### src/rtl/tsm_ram.sv
// -----------------------------------------------------------------------------
// tsm_ram
// Generic single-write, single-read RAM with registered read data.
// -----------------------------------------------------------------------------
module tsm_ram #(
   parameter int WIDTH = 8,
   parameter int DEPTH = 256
) (
   input  logic                     clock,
   input  logic                     wr_en,
   input  logic [$clog2(DEPTH)-1:0] wr_addr,
   input  logic [WIDTH-1:0]         wr_data,
   input  logic                     rd_en,
   input  logic [$clog2(DEPTH)-1:0] rd_addr,
   output logic [WIDTH-1:0]         rd_data
);

   logic [WIDTH-1:0] mem [DEPTH];

   always_ff @(posedge clock) begin
      if (wr_en) begin
         mem[wr_addr] <= wr_data;
      end
      if (rd_en) begin
         rd_data <= mem[rd_addr];
      end
   end

endmodule

### config.mk
export PLATFORM = sky130hd
export DESIGN_NAME = tsm_ram
export DESIGN_NICKNAME = d
export VERILOG_FILES = /design/src/rtl/tsm_ram.sv
export SDC_FILE = /design/constraint.sdc
export NUM_CORES = 2
export LEC_CHECK = 0
export BUFFER_PORTS_ARGS = -buffer_cell sky130_fd_sc_hd__buf_2
export CAP_MARGIN = 10
export CORE_UTILIZATION = 42
export DETAILED_ROUTE_END_ITERATION = 8
export PLACE_DENSITY_LB_ADDON = 0.08
export SETUP_SLACK_MARGIN = 0.5
export SYNTH_ARGS = -nofsm -noshare
export SYNTH_HDL_FRONTEND = slang
export SYNTH_SLANG_ARGS = --single-unit
### constraint.sdc
create_clock -name clock -period 3.1 [get_ports clock]
set_input_delay 0.155 -clock clock [delete_from_list [all_inputs] [get_ports clock]]
set_output_delay 0.155 -clock clock [all_outputs]
set_load 0.01 [all_outputs]
==> results_dict.tcl <==
set metrics [dict create \
    grt_overflow_total 0 \
    grt_pass1_wl_um 306000 \
    fin_cells 6951 \
    yosysWarnings 0 \
    synth_top_area_share_pct 77.5 \
    die_w_um 437 \
    start_kind "register" \
    synth_edf_count 2056 \
    clock_path_buffers 3 \
    routed_wl_um 215000 \
    worst-path-buf-inv 1 \
    finalSetupTns_ns 0 \
    ios 35 \
    drc_errors 4 \
    slew_viol_final 0 \
    final_cell_mix "2056 x edfxtp_1, 469 x buf_4, 454 x mux4_2" \
    yosysTopAreaCell "edfxtp_1" \
    failed_checks "DRC" \
    cellLeakagePower_nw 29.6 \
    crit_arrival_ns 3.13 \
    avgRoutedWirePerCell_um 30.9 \
    min_path_type "in2reg" \
    cell_internal_pwr_mw 45.4 \
    ant_nets 0 \
    synthToLayoutAreaGrowth_pct 16.7 \
    drt_iter0_markers 3736 \
    postCtsSetupBuffers 0 \
    crit_fanout 1 \
    post-route-period-util_pct 82.6 \
    dpl.hpwl_um 138000 \
    worst_pin_slew_ns 1.03 \
    grt_max_degree 112 \
    clock-sinks 2056 \
    port_buffers 34 \
    layout_commonest_cell "edfxtp_1" \
    drtPass1Iterations 9 \
    rsz0062_at_grt "true" \
    maxCapViolCount 0 \
    cp_cell_sequence "mux4_2 > mux4_2 > nor2b_4 > nor4_2 > buf_4 > nor4_2" \
    antenna_found_initial 6 \
    async_reset_ff_share_pct 0 \
    final_nets 4304 \
    start_util_pct 42.4 \
    max_slew_margin_pct 31.4 \
    finalCriticalPeriod_ns 2.56 \
    htreeDepth 4 \
    cpPeakStageDelay_ns 0.54 \
    multiInputGateArea_um2 16700 \
    syn_nets 3760 \
    clk-insertion-delay-late_ns 0.85 \
    fillers 15310 \
    setup_viol 0 \
    synth_flop_cell "edfxtp_1" \
    grt_pass1_vias 40456 \
    hold_viol_final 0 \
    fp.dieArea_um2 191000 \
    die_y_um 437 \
    core-area_um2 188000 \
    num_rows 159 \
    synth_cell_types 54 \
    synth_area_leaders "edfxtp_1 78%, mux4_2 13%, mux2i_1 1.7%" \
    worst_path_max_delay_cell "mux4_2" \
    grt_util_all_layers_pct 22.6 \
    power_frac_seq_pct 53.0 \
    holdWs_ns 0.112 \
    p_comb_share_pct 5.3 \
    synth-seq-cells 2056 \
    crit_family "multiplexers" \
    vias 39591 \
    dp_cells 6547 \
    status "finished, violations left" \
    cts-root-buf "clkbuf_16" \
    syn_inst 3733 \
    synth-seq-area-share_pct 77.5 \
    p_per_area_nw_per_um2 623 \
    syn_avg_cell_area_um2 21.3 \
    netSwitchingFraction_pct 21.7 \
    drive_above_1_share_pct 29.8 \
    ir_worst_vdd_uv 484 \
    p_clk_share_pct 41.7 \
    p_switching_mw 12.6 \
    p_total_mw 57.9 \
    crit_required_ns 3.67 \
    numCtsBuffers 210 \
    setup.worst_path.end_class "register" \
    syn_area_um2 79600 \
    fin_skew_ns 0.0289 \
    cts_tree "built" \
    criticalPathCategory "reg2reg" \
    clkTransAtPathRegs_ns 0.06 \
    vias_per_cell 5.70 \
    fmax_ghz 0.391 \
    place_congestion 0.837 \
    seq_area_um2 61700 \
]
-- logic make-up (layout without fill, tap and decap cells) --
| kind of cell | Yosys count | after routing | share of synthesized area, % |
|---|---|---|---|
| and+or+nand+nor | 466 | 466 | 2.63 |
| muxes | 591 | 591 | 14.6 |
| AOI/OAI and AO/OA | 385 | 385 | 3.42 |
| buffers and inverters | 235 | 957 | 1.83 |
| DFF | 2056 | 2056 | 77.5 |
| other | 0 | 1 | 0 |
-- worst reg2reg max path, stage by stage (launching register included) --
cell and delay (ns):
edfxtp_1 0.37, mux4_2 0.53, mux4_2 0.54, nor2b_4 0.17
nor4_2 0.38, buf_4 0.24, nor4_2 0.07
-- sequential cells by signal, indices dropped and copies added (netlist names) --
| signal | flops |
|---|---|
| mem | 2048 |
| rd_data | 8 |
-- routing by layer --
layer | up-vias | global-route usage (%) | wire length [um]
li1 | 16811 | - | -
met1 | 21357 | 32.8 | 95200
met2 | 1150 | 36.0 | 103000
met3 | 273 | 3.24 | 11300
met4 | 0 | 5.58 | 4540
met5 | - | 0 | 0
-- area by class of cell --
type,count,area share [%]
clock buffer,272,6.04
timing repair buffer,565,5.31
antenna,1,0.00269
clock inverter,118,0.930
multi-input combinational,1442,17.9
sequential,2056,66.4
inverter,2,0.00808
tap,2495,3.36
-- path summary, 6_finish.rpt --
check | from | to | slack, ns | cells past startpoint
max | mem[80][0]$_DFFE_PP_ | rd_data[0]$_DFFE_PP_ | 0.54 | 6
min reg2reg | mem[40][3]$_DFFE_PP_ | rd_data[3]$_DFFE_PP_ | 1.16 | 7
max reg2reg | mem[80][0]$_DFFE_PP_ | rd_data[0]$_DFFE_PP_ | 0.54 | 6
min | wr_addr[3] | mem[174][4]$_DFFE_PP_ | 0.11 | 4
-- timing repair --
item	in CTS	in global routing
hold buffers	13	0
gates cloned	0	0
setup endpoints to repair	8	3
pin swaps	4	3
resized for setup	20	3
hold endpoints to repair	772	0
-- through the flow --
stage          worst slack, ns  instance area [um^2]  util (%)
3_5_place_dp            -0.646                 86200      45.8
4_1_cts                  0.487                 92900      49.4
2_1_floorplan            0.869                 79600         -
5_1_grt                  0.484                 92900      49.4
3_3_place_gp            -0.646                 86200      45.8
6_report                 0.541                 92900      49.4
-- power by group through the flow --
| stage | clock network [mW] | logic, mW | registers (mW) |
|---|---|---|---|
| finish | 24.1 | 3.09 | 30.7 |
| floorplan | 0 | 1.49 | 31.3 |
| global placement | 0 | 3.08 | 31.3 |
| detailed placement | 0 | 3.10 | 31.3 |
| CTS | 24.6 | 3.14 | 30.7 |
| global route | 25.6 | 3.27 | 30.7 |
-- Yosys cell counts, types with 2 or more instances --
cell type and number:
a21oi_1 96, buf_4 27, a2111oi_0 2, nand3b_1 2, a22oi_1 133, nor2_1 282, buf_1 22, a31oi_1 2
nor3_1 22, nand4_1 10, clkbuf_1 111, a211oi_1 16, o21ai_0 10, or2_2 4, a311oi_1 2, o21ai_1 2
o22a_1 5, nor2b_1 31, buf_8 13, and2_1 6, mux4_1 2, mux2i_1 134, o211ai_1 10, buf_12 8
nand2b_1 8, edfxtp_1 2056, nor4_2 3, o221ai_1 46, o22ai_1 28, o32ai_1 4, buf_6 21, a221oi_1 13
and3b_1 2, nand3_1 34, mux4_2 454, a2111oi_1 2, nand2_1 33, nor4_1 24, buf_2 31, a22o_1 8
Power figures use the tool's default switching activity.
