<file path="config.mk">
export PLATFORM = sky130hd
export DESIGN_NAME = tsm_child_search
export DESIGN_NICKNAME = d
export VERILOG_FILES = /design/src/rtl/tsm_pkg.sv /design/src/rtl/tsm_ram.sv /design/src/rtl/tsm_child_search.sv
export SDC_FILE = /design/constraint.sdc
export NUM_CORES = 2
export LEC_CHECK = 0
export BUFFER_PORTS_ARGS = -buffer_cell sky130_fd_sc_hd__buf_2
export CAP_MARGIN = 20
export CORE_MARGIN = 2
export CORE_UTILIZATION = 42
export CTS_CLUSTER_SIZE = 30
export DETAILED_ROUTE_END_ITERATION = 8
export PLACE_DENSITY = 0.57
export SLEW_MARGIN = 20
export SYNTH_ARGS = -nofsm -noshare
export SYNTH_HDL_FRONTEND = slang
export SYNTH_HIERARCHICAL = 1
export SYNTH_SLANG_ARGS = --single-unit
</file>
<file path="constraint.sdc">
create_clock -name clock -period 8.5 [get_ports clock]
set_input_delay 2.125 -clock clock [delete_from_list [all_inputs] [get_ports clock]]
set_output_delay 2.125 -clock clock [all_outputs]
set_load 0.01 [all_outputs]
</file>
<file path="src/rtl/tsm_pkg.sv">
// -----------------------------------------------------------------------------
// tsm_pkg
// Shared sizes, codes and interface types of the trie signature matcher.
// -----------------------------------------------------------------------------
package tsm_pkg;

   localparam int MAX_NODES = 256;
   localparam int MAX_TEXT  = 64;

   localparam int NODE_AW = $clog2(MAX_NODES);
   localparam int NODE_CW = $clog2(MAX_NODES + 1);
   localparam int KEY_W   = NODE_AW + 8;
   localparam int TEXT_AW = $clog2(MAX_TEXT);
   localparam int TEXT_CW = $clog2(MAX_TEXT + 1);

   // request kinds
   localparam logic [1:0] KIND_PATTERN = 2'd0;
   localparam logic [1:0] KIND_TEXT    = 2'd1;
   localparam logic [1:0] KIND_CLEAR   = 2'd2;

   // result kinds
   localparam logic [1:0] RES_SEARCH  = 2'd0;
   localparam logic [1:0] RES_PATTERN = 2'd1;
   localparam logic [1:0] RES_CLEAR   = 2'd2;

   typedef struct packed {
      logic               en;
      logic [NODE_AW-1:0] addr;
      logic [KEY_W-1:0]   key;
   } tsm_edge_wr_type;

   typedef struct packed {
      logic               done;
      logic               found;
      logic [NODE_AW-1:0] node;
   } tsm_search_rsp_type;

endpackage

</file>
<file path="src/rtl/tsm_ram.sv">
// -----------------------------------------------------------------------------
// tsm_ram
// Generic single-write, single-read RAM with registered read data.
// -----------------------------------------------------------------------------
module tsm_ram #(
   parameter int WIDTH = 8,
   parameter int DEPTH = 256
) (
   input  logic                     clock,
   input  logic                     wr_en,
   input  logic [$clog2(DEPTH)-1:0] wr_addr,
   input  logic [WIDTH-1:0]         wr_data,
   input  logic                     rd_en,
   input  logic [$clog2(DEPTH)-1:0] rd_addr,
   output logic [WIDTH-1:0]         rd_data
);

   logic [WIDTH-1:0] mem [DEPTH];

   always_ff @(posedge clock) begin
      if (wr_en) begin
         mem[wr_addr] <= wr_data;
      end
      if (rd_en) begin
         rd_data <= mem[rd_addr];
      end
   end

endmodule

</file>
<file path="src/rtl/tsm_child_search.sv">
// -----------------------------------------------------------------------------
// tsm_child_search
// Holds the edge table and scans it, one entry a cycle, for a parent/byte key.
// -----------------------------------------------------------------------------
module tsm_child_search import tsm_pkg::*; (
   input  logic               clock,
   input  logic               reset,
   input  logic               go,
   input  logic [NODE_AW-1:0] parent,
   input  logic [7:0]         key_byte,
   input  logic [NODE_CW-1:0] node_count,
   input  tsm_edge_wr_type    edge_wr,
   output tsm_search_rsp_type rsp
);

   logic               active_ff, active_in;
   logic [KEY_W-1:0]   key_ff, key_in;
   logic [NODE_AW-1:0] pend_idx_ff, pend_idx_in;
   logic [NODE_CW-1:0] next_ff, next_in;
   tsm_search_rsp_type rsp_ff, rsp_in;
   logic               rd_en;
   logic [NODE_AW-1:0] rd_addr;
   logic [KEY_W-1:0]   rd_data;

   tsm_ram #(.WIDTH(KEY_W), .DEPTH(MAX_NODES)) u_edge_ram (
      .clock   (clock),
      .wr_en   (edge_wr.en),
      .wr_addr (edge_wr.addr),
      .wr_data (edge_wr.key),
      .rd_en   (rd_en),
      .rd_addr (rd_addr),
      .rd_data (rd_data)
   );

   always_comb begin
      active_in   = active_ff;
      key_in      = key_ff;
      pend_idx_in = pend_idx_ff;
      next_in     = next_ff;
      rsp_in      = '0;
      rd_en       = 1'b0;
      rd_addr     = next_ff[NODE_AW-1:0];
      if (go) begin
         key_in = {parent, key_byte};
         if (node_count > NODE_CW'(1)) begin
            rd_en       = 1'b1;
            rd_addr     = NODE_AW'(1);
            pend_idx_in = NODE_AW'(1);
            next_in     = NODE_CW'(2);
            active_in   = 1'b1;
         end else begin
            rsp_in.done = 1'b1;
         end
      end else if (active_ff) begin
         if (rd_data == key_ff) begin
            rsp_in.done  = 1'b1;
            rsp_in.found = 1'b1;
            rsp_in.node  = pend_idx_ff;
            active_in    = 1'b0;
         end else if (next_ff < node_count) begin
            // advance to the next stored edge
            rd_en       = 1'b1;
            pend_idx_in = next_ff[NODE_AW-1:0];
            next_in     = next_ff + NODE_CW'(1);
         end else begin
            rsp_in.done = 1'b1;
            active_in   = 1'b0;
         end
      end
   end

   always_ff @(posedge clock) begin
      if (reset) begin
         active_ff <= 1'b0;
         rsp_ff    <= '0;
      end else begin
         active_ff <= active_in;
         rsp_ff    <= rsp_in;
      end
      key_ff      <= key_in;
      pend_idx_ff <= pend_idx_in;
      next_ff     <= next_in;
   end

   assign rsp = rsp_ff;

endmodule

</file>
==> results.md <==
* Status: finished, final reports clean
* Internal power at 0.0346 W
* Row cnt at 227
* Post-DRT Antenna Nets at 0
* Finished Layout Cells at 13400
* Via count at 80200
* Initial antenna violation count at 40
* Fraction of layout cells with a size suffix above 1 at 0.255
* Max VDD drop at 0.178 mV
* Arrival @ worst endpoint at 6.97 ns
* Die Wd at 623 µm
* I/O Buffers at 62
* Lkg Pwr at 59.2 nW
* Hold Fails Final Rpt at 0
* Slew Viols, Final at 0
* CP Max Fanout at 52
* Mapped cell area at 161000 µm²
* Pwr dens at 241 nW/µm²
* R2R cell count at 8
* Die area at 388000 µm²
* Sequential group share of total power at 0.511
* Post-synth top flop: edfxtp_1
* Clock latency on the worst-skew pair at 0.98 ns
* Post-synthesis async set-or-reset flop share at 0
* Clock Pin Slew Worst Setup and Hold Paths at 0.06 ns
* Drc violations at 0
* CP startpoint: go
* Nets at 8091
* GRT Total Usage at 0.219
* Yosys reg bits at 4156
* Worst Clk Skew at 0.0370 ns
* Net Switching at 0.00970 W
* Crit path capture: u_edge_ram/rd_data[7]
* CTS Hold Buffers Added at 0
* Unique masters post-synth at 59
* Vias in the first global route at 79700
* First-pass GRT wire length at 607000 µm
* Fill count at 30900
* Htree depth at 5
* Max Cap Violations at 0
* Avg Inst Size Synth at 21.4 µm²
* Period utilization at 0.742
* Total Negative Setup Slacks at 0 ns
* RSZ-0062 raised after global routing: false
* Initial DRT Pass Iterations at 6
* Root Buffer Master: clkbuf_16
* Longest Clk Path Bufs at 4
* CTS tree: yes
* Required @ worst endpoint at 9.16 ns
* Least-Margin Pin Slew at 1.21 ns
* Via density per instance at 5.97
* Slowest stage delay, CP at 0.98 ns
* Syn Nets at 7597
* HPWL after DPL at 254000 µm
* Reg2reg setup slack at 3.87 ns
* Sequential cell area fraction in the yosys report at 0.775
* Synthesis Warnings at 6
* Number of CTS-inserted buffers at 429
* Post-Route WL at 433000 µm
* CP Cell Sequence: buf_2 > and2_0 > or2_4 > buf_12 > buf_4 > buf_12 > mux4_2 > o22ai_1 > nor3_1 > nor3_1 > nor4_1
* Crit path time final at 6.31 ns
* RR Startpoint: next_ff[1]
* Critical Path End Type: register
* Area Growth Syn to Fin at 14.1%
* Area of the core at 382000 µm²
* Setup bufs post-CTS at 0
* Cells after DPL at 12600
* Critical Path Start Type: primary input
* Multi-input combinational cell area at 33900 µm²
* DR WL met3 at 35300 µm
* # IOs at 63
* R2r endpoint: u_edge_ram/rd_data[11]
* Slew headroom at 0.190
* Final setup vio count at 0
* Fmax at 159 MHz
* Wire length on met2 at 207000 µm
* Wire length per cell at 32.2 µm
* Final Wtd Congestion at 0.856
* Top Metal Used: met5
* Initial DRC Count at 9973
* Mapped Cells at 7535
* Clock share of power at 0.422
* Initial Util at 0.421
* Sw Ratio at 0.219
* Gate power share at 0.066
* Metal-1 WL at 177000 µm
* Total gr overflow at 0
* Post-synth EDFFs at 4145
* Post_cts resized at 0
* Crit Path Class: in -> reg
* Largest net degree at the start of global routing at 195
* Total clock sinks at 4156
* CP max-delay cell: nor3_1
* Seq. cell area at 125000 µm²
* Die H at 623 µm
* Hold crit path type: reg -> reg
-- synthesized netlist by cell type (5+ instances only) --
master / n / area [µm²]
edfxtp_1: 4145 / 124000
mux4_2: 797 / 17900
mux2i_1: 565 / 5660
nor2_1: 311 / 1170
o221ai_1: 252 / 2210
clkbuf_1: 232 / 871
a21oi_1: 181 / 906
o22ai_1: 148 / 926
nor3_1: 92 / 460
mux2_2: 88 / 991
buf_6: 78 / 878
buf_2: 77 / 385
nand2_1: 45 / 169
a22oi_1: 43 / 323
o21ai_0: 42 / 210
nand3_1: 39 / 195
a22o_1: 32 / 280
a221oi_1: 28 / 245
nand4_1: 28 / 175
buf_1: 27 / 101
buf_4: 26 / 195
nor2b_1: 26 / 163
nor4_1: 23 / 144
inv_1: 22 / 82.6
a211oi_1: 20 / 150
o32ai_1: 20 / 175
xor2_1: 19 / 166
o31ai_1: 16 / 120
and3_1: 12 / 75.1
buf_8: 11 / 165
dfxtp_1: 11 / 220
ha_1: 9 / 113
nor3_2: 8 / 80.1
a2111oi_0: 7 / 61.3
a31oi_1: 6 / 37.5
or2_2: 6 / 37.5
buf_12: 5 / 100
or3_1: 5 / 31.3
-- kinds of logic after synthesis --
kind of cell,Yosys count,share of synthesized area
compound gates,805,0.0357
mux,1450,0.153
xor+xnor,20,0.00109
buf+inv,479,0.0173
simple gates,616,0.0178
flops,4156,0.775
fa+ha+maj,9,0.000700
-- placed cells by master (no fill, tap or decap), types with 16 or more instances in the layout --
cell type | Yosys | layout
nor2b_1 | 26 | 19
nand2_1 | 45 | 44
mux2i_1 | 565 | 565
buf_12 | 5 | 52
nor4_1 | 23 | 23
bufinv_16 | 0 | 51
mux4_2 | 797 | 797
a221oi_1 | 28 | 28
o22ai_1 | 148 | 148
buf_8 | 11 | 16
inv_1 | 22 | 20
buf_2 | 77 | 46
o32ai_1 | 20 | 19
diode_2 | 0 | 19
mux2_2 | 88 | 88
nor2_1 | 311 | 215
nand3_1 | 39 | 30
edfxtp_1 | 4145 | 4145
a21oi_1 | 181 | 181
clkbuf_1 | 232 | 82
clkinv_1 | 0 | 112
clkinv_2 | 0 | 74
a22o_1 | 32 | 32
nor3_1 | 92 | 89
o31ai_1 | 16 | 16
nor2_2 | 0 | 83
a211oi_1 | 20 | 20
a22oi_1 | 43 | 43
buf_4 | 26 | 402
o21ai_0 | 42 | 38
o221ai_1 | 252 | 252
clkbuf_16 | 0 | 436
xor2_1 | 19 | 19
nand4_1 | 28 | 28
-- flip-flops by register name, indices dropped and copies added, names as in the netlist --
signal / cells
u_edge_ram/mem: 4096
key_ff: 16
u_edge_ram/rd_data: 16
rsp: 10
next_ff: 9
pend_idx_ff: 8
active_ff: 1
-- routing by layer --
metal  vias up  global-route usage
met3       599              0.0406
met2      3342               0.352
met4         8              0.0646
met1     43300               0.307
li1      33000                   -
met5         -                   0
-- per-stage QoR --
stage           util  power, W  worst slack (ns)  hold slack [ns]  area (µm²)
5_1_grt        0.480    0.0456              1.89            0.528      184000
3_5_place_dp   0.444    0.0261              1.23            0.502      170000
3_3_place_gp   0.444    0.0260             0.938            0.502      169000
4_1_cts        0.480    0.0447              2.24            0.509      183000
2_1_floorplan      -    0.0248              3.36            0.487      161000
6_report       0.481    0.0443              2.19            0.504      184000
-- power by group through the flow --
| stage | Sequential [W] | Clock (W) | Combinational, W |
|---|---|---|---|
| finish | 0.0227 | 0.0187 | 0.00294 |
| global route | 0.0227 | 0.0198 | 0.00311 |
| CTS | 0.0227 | 0.0190 | 0.00297 |
| detailed placement | 0.0231 | 0 | 0.00296 |
| global placement | 0.0231 | 0 | 0.00293 |
| floorplan | 0.0231 | 0 | 0.00173 |
-- worst min-delay path by stage --
stage | from | to | slack, ns | cells past startpoint
after floorplan | pend_idx_ff[0] | rsp[0] | 0.49 | 2
after global placement | pend_idx_ff[4] | rsp[4] | 0.50 | 2
after detailed placement | pend_idx_ff[3] | rsp[3] | 0.50 | 2
after CTS | pend_idx_ff[3] | rsp[3] | 0.51 | 2
after global routing | pend_idx_ff[6] | rsp[6] | 0.53 | 2
final | pend_idx_ff[3] | rsp[3] | 0.50 | 2
-- critical path, delay by kind of cell --
family                 cells  cell delay (ns)
AND/OR/NAND/NOR            5             2.05
buffers and inverters      4             1.87
multiplexers               1             0.60
AO/OA/AOI/OAI              1             0.17
-- layout make-up --
class / count / area share
Clock inverter: 270 / 0.0147
Sequential cell: 4156 / 0.679
Antenna cell: 19 / 0.000259
Inverter: 23 / 0.000538
Timing Repair Buffer: 519 / 0.0249
Multi-Input combinational cell: 2900 / 0.185
Clock buffer: 518 / 0.0611
Tap cell: 5038 / 0.0343
(Power assumes the default switching activity.)
